==> src/rtl/core/dmd_pkg.sv <==
// Shared types and constants of the dictionary message decoder.
// No dependencies.
package dmd_pkg;

  localparam int LOAD_AW  = 12;
  localparam int OFF_W    = 13;
  localparam int POS_W    = 14;
  localparam int WIDX_W   = 14;
  localparam int WOFF_AW  = 15;
  localparam int NUM_W    = 9;
  localparam int MOFF_AW  = 10;

  localparam int CODE_BIT = 7;
  localparam int WIDE_BIT = 6;

  localparam logic [7:0] SPACE_CHAR = 8'h20;
  localparam logic [7:0] NUL_CHAR   = 8'h00;

  typedef enum logic [2:0] {
    REQ_DECODE  = 3'd0,
    REQ_LD_MSG  = 3'd1,
    REQ_LD_WORD = 3'd2,
    REQ_LD_WOFF = 3'd3,
    REQ_LD_MOFF = 3'd4
  } req_t;

  typedef enum logic [3:0] {
    ST_IDLE,
    ST_MOFF0,
    ST_MOFF1,
    ST_MOFF2,
    ST_LOOP,
    ST_LEAD,
    ST_IDX2,
    ST_WOFF0,
    ST_WOFF1,
    ST_WOFF2,
    ST_RSTART,
    ST_RANGE,
    ST_FLUSH
  } st_t;

  typedef struct packed {
    logic [POS_W-1:0]   msg_addr;
    logic [POS_W-1:0]   word_addr;
    logic [WOFF_AW-1:0] woff_addr;
    logic [MOFF_AW-1:0] moff_addr;
  } rd_req_t;

  typedef struct packed {
    logic [7:0]       msg_byte;
    logic [7:0]       word_byte;
    logic [OFF_W-1:0] woff;
    logic [OFF_W-1:0] moff;
  } rd_data_t;

endpackage

==> src/rtl/core/dmd_walker.sv <==
// Decode sequencer: walks message leaders, word and literal ranges, emits items.
// Depends on dmd_pkg; drives the read ports of the four stores.
module dmd_walker #(
  parameter int MAX_CHARS = 63
) (
  input  logic                      clk,
  input  logic                      rst,
  input  logic                      go,
  input  logic [dmd_pkg::NUM_W-1:0] message_number,
  input  dmd_pkg::rd_data_t         rd,
  output dmd_pkg::rd_req_t          rq,
  output logic                      busy,
  output logic                      strobe,
  output logic [7:0]                out_char,
  output logic                      last,
  output logic                      truncated
);
  import dmd_pkg::*;

  localparam int SAT   = MAX_CHARS + 2;
  localparam int LEN_W = $clog2(SAT + 1);
  localparam int SUM_W = LEN_W + POS_W;

  st_t               state;
  st_t               state_next;
  logic [NUM_W-1:0]  num;
  logic [POS_W-1:0]  pos;
  logic [OFF_W-1:0]  stop;
  logic [7:0]        lead;
  logic [WIDX_W-1:0] idx;
  logic [POS_W-1:0]  ri;
  logic [POS_W-1:0]  re;
  logic [LEN_W-1:0]  len;
  logic              pend;
  logic              char_pend;
  logic              char_word;
  logic              from_word;

  logic              walk_more;
  logic              in_run;
  logic              room;
  logic [POS_W-1:0]  rest;
  logic [SUM_W-1:0]  len_add;
  logic [LEN_W-1:0]  len_skip;
  logic [LEN_W-1:0]  len_inc;

  assign walk_more = (pos < POS_W'(stop)) && (len < LEN_W'(SAT));
  assign in_run    = ri < re;
  assign room      = len < LEN_W'(MAX_CHARS);
  assign rest      = re - ri;
  assign len_add   = SUM_W'(len) + SUM_W'(rest);
  assign len_skip  = (len_add >= SUM_W'(SAT)) ? LEN_W'(SAT) : len_add[LEN_W-1:0];
  assign len_inc   = (len == LEN_W'(SAT)) ? len : len + 1'b1;

  always_comb begin
    state_next = state;
    unique case (state)
      ST_IDLE:   if (go) state_next = ST_MOFF0;
      ST_MOFF0:  state_next = ST_MOFF1;
      ST_MOFF1:  state_next = ST_MOFF2;
      ST_MOFF2:  state_next = ST_LOOP;
      ST_LOOP:   state_next = walk_more ? ST_LEAD : ST_FLUSH;
      ST_LEAD: begin
        if (rd.msg_byte[CODE_BIT]) begin
          state_next = rd.msg_byte[WIDE_BIT] ? ST_IDX2 : ST_WOFF0;
        end else begin
          state_next = ST_RSTART;
        end
      end
      ST_IDX2:   state_next = ST_WOFF0;
      ST_WOFF0:  state_next = ST_WOFF1;
      ST_WOFF1:  state_next = ST_WOFF2;
      ST_WOFF2:  state_next = ST_RSTART;
      ST_RSTART: state_next = ST_RANGE;
      ST_RANGE:  if (!in_run) state_next = ST_LOOP;
      ST_FLUSH:  state_next = ST_IDLE;
    endcase
  end

  always_comb begin
    busy         = (state != ST_IDLE);
    rq.msg_addr  = (state == ST_RANGE) ? ri : pos;
    rq.word_addr = ri;
    rq.woff_addr = (state == ST_WOFF0) ? WOFF_AW'(idx) : WOFF_AW'(idx) + 1'b1;
    rq.moff_addr = (state == ST_MOFF0) ? MOFF_AW'(num) : MOFF_AW'(num) + 1'b1;
  end

  always_ff @(posedge clk) begin
    if (rst) begin
      state     <= ST_IDLE;
      strobe    <= 1'b0;
      last      <= 1'b0;
      truncated <= 1'b0;
      char_pend <= 1'b0;
      pend      <= 1'b0;
    end else begin
      state     <= state_next;
      strobe    <= 1'b0;
      last      <= 1'b0;
      truncated <= 1'b0;
      char_pend <= 1'b0;
      if (char_pend) begin
        strobe   <= 1'b1;
        out_char <= char_word ? rd.word_byte : rd.msg_byte;
      end
      unique case (state)
        ST_IDLE: begin
          if (go) begin
            num  <= message_number;
            len  <= '0;
            pend <= 1'b0;
          end
        end
        ST_MOFF0: begin
        end
        ST_MOFF1:  pos  <= POS_W'(rd.moff);
        ST_MOFF2:  stop <= rd.moff;
        ST_LOOP:   if (walk_more) pos <= pos + 1'b1;
        ST_LEAD: begin
          lead <= rd.msg_byte;
          if (rd.msg_byte[CODE_BIT]) begin
            if (rd.msg_byte[WIDE_BIT]) begin
              pos <= pos + 1'b1;
            end else begin
              idx <= WIDX_W'(rd.msg_byte[6:0]);
            end
          end else begin
            ri        <= pos;
            re        <= pos + POS_W'(rd.msg_byte);
            pos       <= pos + POS_W'(rd.msg_byte);
            from_word <= 1'b0;
          end
        end
        ST_IDX2:   idx <= {lead[5:0], rd.msg_byte};
        ST_WOFF0: begin
        end
        ST_WOFF1:  ri <= POS_W'(rd.woff);
        ST_WOFF2: begin
          re        <= POS_W'(rd.woff);
          from_word <= 1'b1;
        end
        ST_RSTART: begin
          // a held space is emitted once the next range starts, even when that range is empty
          if (pend) begin
            strobe   <= 1'b1;
            out_char <= SPACE_CHAR;
            pend     <= 1'b0;
          end
        end
        ST_RANGE: begin
          if (in_run) begin
            if (room) begin
              char_pend <= 1'b1;
              char_word <= from_word;
              ri        <= ri + 1'b1;
              len       <= len + 1'b1;
            end else begin
              len <= len_skip;
              ri  <= re;
            end
          end else begin
            if (room) pend <= 1'b1;
            len <= len_inc;
          end
        end
        ST_FLUSH: begin
          strobe    <= 1'b1;
          out_char  <= NUL_CHAR;
          last      <= 1'b1;
          truncated <= (len == LEN_W'(SAT));
          pend      <= 1'b0;
        end
      endcase
    end
  end

endmodule

==> config.mk <==
export PLATFORM = sky130hd
export DESIGN_NAME = dmd_walker
export DESIGN_NICKNAME = d
export VERILOG_FILES = /design/src/rtl/core/dmd_pkg.sv /design/src/rtl/core/dmd_walker.sv
export SDC_FILE = /design/constraint.sdc
export NUM_CORES = 1
export LEC_CHECK = 0
export BUFFER_PORTS_ARGS = -buffer_cell sky130_fd_sc_hd__clkbuf_2
export CORE_MARGIN = 4
export CORE_UTILIZATION = 45
export CTS_CLUSTER_SIZE = 8
export DETAILED_ROUTE_END_ITERATION = 16
export PLACE_DENSITY = 0.66
export SETUP_SLACK_MARGIN = 0.4
export SLEW_MARGIN = 20
export SYNTH_ARGS = -nofsm -noshare
export SYNTH_HDL_FRONTEND = slang
export SYNTH_SLANG_ARGS = --single-unit
==> constraint.sdc <==
create_clock -name clk -period 8.7 [get_ports clk]
set_input_delay 0.435 -clock clk [delete_from_list [all_inputs] [get_ports clk]]
set_output_delay 0.435 -clock clk [all_outputs]
set_load 0.01 [all_outputs]
Word level (Yosys, flattened, before mapping) --
Index checks and enable logic that the tools add are counted. Widths: inputs -> output; s select.
Operators by class: add/subtract/negate cells 8, $mul 0, divide/modulo/power cells 0, $lt $le $gt $ge 5, equal/unequal tests 23, shift-type cells 0, mux-type cells 43, bitwise operators 4, reductions and logical operators 23
Operators by type and width (number):
- $mux 14 | 10
- $pmux 14 s3 | 2
- $pmux 14 s2 | 2
- $pmux 4 s13 | 1
- $mux 7 | 5
- $add 14x1->14 const B | 2
- $mux 8 | 3
- $reduce_and 4->1 | 6
- $eq 4x4->1 const B | 5
- $eq 4x3->1 const B | 4
- $mux 4 | 4
- $ne 2x2->1 const B | 8
- $pmux 8 s2 | 1
- $add 14x1->15 const B | 1
- $add 7x14->15 | 1
- $ge 15x7->1 const B | 1
- $mux 15 | 1
- $add 14x8->14 | 1
- $lt 14x13->1 | 1
- $lt 14x14->1 | 1
- $pmux 7 s2 | 1
- $sub 14x14->14 | 1
- $add 9x1->10 const B | 1
- $mux 10 | 1
- 20 further kinds | 42
Storage, ports and cells: flip-flop bits (word level) 110, latch bits 0, bits in writable memories 0, memory bits (read-only) 0, bits of input ports 54, output and inout bits 65, word-level logic and storage cells 123, memories kept 0

Depth between registers and ports, before layout --
depth after elaboration 7, depth in mapped cells 15, mapped depth without buffers 15

Least setup slack after synthesis --
No wires, ideal clock.
path kind reg-to-reg, start register ri[5], end register ri[0] (enable), library setup time 0.410 ns, arrival time 3.367 ns, data required time 8.290 ns, setup slack 4.923 ns, cell stages (with the launch flop) 11, clock period less this slack 3.777 ns, cells stage by stage edfxtp_1 > inv_1 > ha_1 > clkbuf_1 > nor2_1 > or3b_1 > a21oi_2 > o31ai_2 > a211oi_4 > inv_2 > a221oi_1
Between the ends: word-level cells in the longest chain between the ends 3
Ends and longest elaborated chain:
- start, declared | line dmd_walker.sv:31 | logic [POS_W-1:0] ri;
- start signal, assigned | line dmd_walker.sv:128 | ri <= pos;
- start signal, assigned | line dmd_walker.sv:137 | ST_WOFF1: ri <= POS_W'(rd.woff);
- start signal, assigned | line dmd_walker.sv:155 | ri <= ri + 1'b1;
- $lt 14x14->1 | line dmd_walker.sv:48 | assign in_run = ri < re;
- $ne 2x2->1 (no source line)
- $reduce_and 4->1 (no source line)
No other way between the ends. A chain may end at the register's enable or synchronous reset.

Final worst setup path --
start register ri[0], end register len[0] (data pin)
Between the ends: word-level cells in the longest chain between the ends 7, elaborated cells on any way between the ends 8, those cells by class add/sub: 2; order compare: 2; mux: 4
Ends and longest elaborated chain:
- $sub 14x14->14 | line dmd_walker.sv:50 | assign rest = re - ri;
- $add 7x14->15 | line dmd_walker.sv:51 | assign len_add = SUM_W'(len) + SUM_W'(rest);
- $ge 15x7->1 | line dmd_walker.sv:52 | assign len_skip = (len_add >= SUM_W'(SAT)) ? LEN_W'(SAT) : len_add[LEN_W-1:0];
- $mux 7 | line dmd_walker.sv:52
- $mux 7 | line dmd_walker.sv:152 | if (room) begin
- $mux 7 * | line dmd_walker.sv:151 | if (in_run) begin
- $pmux 7 s2 * | line dmd_walker.sv:106 | unique case (state)
- end signal, assigned | line dmd_walker.sv:156 | len <= len + 1'b1;
- end signal, assigned | line dmd_walker.sv:158 | len <= len_skip;
- end signal, assigned | line dmd_walker.sv:163 | len <= len_inc;
- end, declared | line dmd_walker.sv:33 | logic [LEN_W-1:0] len;
Mark *: on every way between the ends. The rest lies on a longest branch, timed or not.

==> results.cfg <==
[power_and_ir_drop]
peakVddDrop_uv = 98.0
power_report.internal_total_mw = 0.964
static-leakage-power_nw = 3.46
clkPwrFrac_pct = 34.8
p_comb_share_pct = 17.3
power_frac_seq_pct = 47.9
switching_power_mw = 0.364
power.switching_fraction_pct = 27.4
cellPowerDensity_mw_per_mm2 = 152

[yosys]
sequential_fraction_of_the_synthesis_area_pct = 42.2
synthesis.nets = 914
synth_instances = 809
synth-main-ff-cell = sky130_fd_sc_hd__edfxtp_1
synth.ff_latch_count = 110
cell_with_the_most_instances_after_synthesis = sky130_fd_sc_hd__edfxtp_1
synth-edff-count = 101
yosysTopAreaCellShare_pct = 39.9
syn_area_mm2 = 0.00761
asyncSetResetFlopFracSynth_pct = 0
syn_avg_cell_area_um2 = 9.40
synth_cell_types = 68
synthDominantAreaCellType = sky130_fd_sc_hd__edfxtp_1
yosys_warning_total = 0
synth_top_cells_by_count = sky130_fd_sc_hd__edfxtp_1 (101), sky130_fd_sc_hd__nand2_1 (91), sky130_fd_sc_hd__nor2_1 (72), sky130_fd_sc_hd__a21oi_1 (53)
synth_area_leaders = sky130_fd_sc_hd__edfxtp_1 (40%), sky130_fd_sc_hd__ha_1 (7.9%), sky130_fd_sc_hd__xnor2_1 (4.8%)

[global_routing]
antenna_violations_before_repair = 0
global_route_usage_over_all_layers_pct = 22.3
grt-ovfl-total = 0
grt_pass1_vias = 6336
grt_pass1_wl_mm = 34.3
grt_max_degree = 32

[cells_and_area]
num-nets-final = 1017
antenna-diode-count = 0
drive_above_1_share_pct = 16.9
layout-area-overhead-vs-synth_pct = 14.9
finish.utilization_pct = 52.7

[clocking]
cts_buffers = 9
numClockSinks = 110
postCtsSetupRepairBufs = 0
clock_insertion_delay_worst_skew_ns = 0.36
hold_buffers = 0
worst_setup_hold_path_clk_slew_ns = 0.08
cts_buffer_depth = 2
cts_root_buffer = sky130_fd_sc_hd__clkbuf_16
cts_tree = yes
cts-resized-gates = 0
cts_htree_levels = 3

[timing]
tns_ns = 0
layout_worst_path_cycle_share_pct = 44.1
timing.final.crit_period_ns = 3.84
max-slew-margin-rel_pct = 36.4
slew_viol_final = 0
worst_pin_slew_ns = 0.951
timing_hold_violations_final = 0
timing.final.setup_violations = 0
clock_skew_ns = 0.0134
peak_clock_frequency_supported_by_timing_ghz = 0.261
unrepaired_setup_endpoints_after_global_routing = no

[route]
drt_wl_total_mm = 21.5
drt_first_iter_violations = 701
vias = 6501
vias_per_cell = 5.72
detail-route-antenna-nets = 0
wire_per_inst_um = 18.9
firstDrtPassIters = 7
drt_drc_violations_left = 0

[job]
maxCapViolCount = 0

[outcome]
run_status = complete, no violations

[worst_setup_path]
critical_path_class = reg2reg
setup.worst_path.end_class = register
crit_slowest_cell = sky130_fd_sc_hd__edfxtp_1
startpoint_type = register
worst_ep_required_time_ns = 8.82
worst_path_largest_cell_delay_ns = 0.51
worst-endpoint-arrival_ns = 3.96
crit_chain = ha_1, fa_1, nor2b_1, o22a_1, xor2_1, ha_1, nand2_1, a211oi_1, a211oi_1, nand3b_1, o311ai_1, nor4_4, nand3b_2, o31a_1
worst-path-max-fanout = 7

[placement]
hpwlAfterDp_mm = 16.5
final_wtd_congestion = 0.923
portBuffers = 118

[die]
die_x_um = 138
die_area_mm2 = 0.0190
die_h_um = 138
core_area_mm2 = 0.0166
floorplan.io_pins = 119
placementRows = 47
initial_utilization_pct = 45.9

[hold_path]
hold_path_class = in2reg
[per-layer routing]
metal	part of all wire (%)	GRT usage [%]	vias to the layer above
li1	-	-	3179
met1	46	31.2	3037
met2	46	36.0	255
met3	6.3	3.90	30
met4	1.7	5.82	0
met5	0	0	-
[per-stage QoR]
stage	setup WS (ns)	total power [mW]	cells	area [µm²]	hold WS (ns)
floorplan	4.92	0.790	809	7610	0.400
global placement	4.99	0.873	1121	8390	0.436
detailed placement	4.91	0.875	1121	8400	0.452
CTS	4.88	1.33	1137	8720	0.245
global route	4.61	1.39	1137	8740	0.242
finish	4.86	1.33	1137	8740	0.256
[registers in the layout, summed over array words and instances, names as in the netlist, 4 cells and up]
signal / count
idx: 14
lead: 6
len: 7
num: 9
out_char: 8
pos: 14
re: 14
ri: 14
state: 4
stop: 13
[path summary, 6_finish.rpt]
kind | slack, ns | cells past startpoint | to | start
setup / recovery | 4.86 | 14 | len[0] | ri[0]
hold / removal | 0.26 | 1 | num[3] | message_number[3]
setup reg to reg | 4.86 | 14 | len[0] | ri[0]
hold reg to reg | 0.47 | 0 | char_word | from_word
[power groups by stage]
stage / clock, mW / sequential (mW) / combinational [mW]
finish: 0.462 / 0.637 / 0.230
detailed placement: 0 / 0.648 / 0.228
global placement: 0 / 0.648 / 0.226
global route: 0.489 / 0.640 / 0.258
floorplan: 0 / 0.631 / 0.159
CTS: 0.465 / 0.636 / 0.230
[cells by family (layout without fill, tap and decap cells)]
group                      Yosys count  after routing  synth area share (%)
and+or+nand+nor                    280            280                  17.5
AOI/OAI and AO/OA                  207            207                  17.9
DFF                                110            110                  42.2
buffers and inverters               79            187                  4.00
xor gates and xnor gates            71             71                  8.17
adders and majority gates           51             51                  8.68
muxes                               11             11                  1.48
[final cells by class]
cell class,count,area (µm²)
clock buffer,13,260
clock inverter,3,68.8
fill,1610,7850
inverter,50,188
multi-input combinational,620,4120
sequential,110,3210
tap,220,275
timing repair buffer,121,613
[worst max-delay path, delay by kind of cell, from the launching register on]
kind	cells	cell delay [ns]
flip-flops	1	0.51
AO/OA/AOI/OAI	5	1.01
AND/OR/NAND/NOR	5	0.97
adder cells (fa/ha/maj)	3	0.95
XOR/XNOR	1	0.16
[placed cells by master (no fill, tap or decap), drive strengths merged, types with 4 or more instances in the layout]
cell type and count:
and3 9, nand3 29, or2 4, o32ai 5, inv 49, xor2 29
xnor2 42, nor3b 4, o21ai 49, nor2 72, a211oi 16, o21a 7
nand2 91, o221ai 11, clkbuf 131, ha 48, nor3 14, dfxtp 9
a221oi 4, nor4 4, nand2b 9, a21o 9, a21oi 56, nand4 12
o22ai 5, edfxtp 101, a22oi 9, a211o 4, and2 11, mux2i 9
nor2b 8, a31oi 11
No activity file was read; power rests on OpenSTA's default activity.
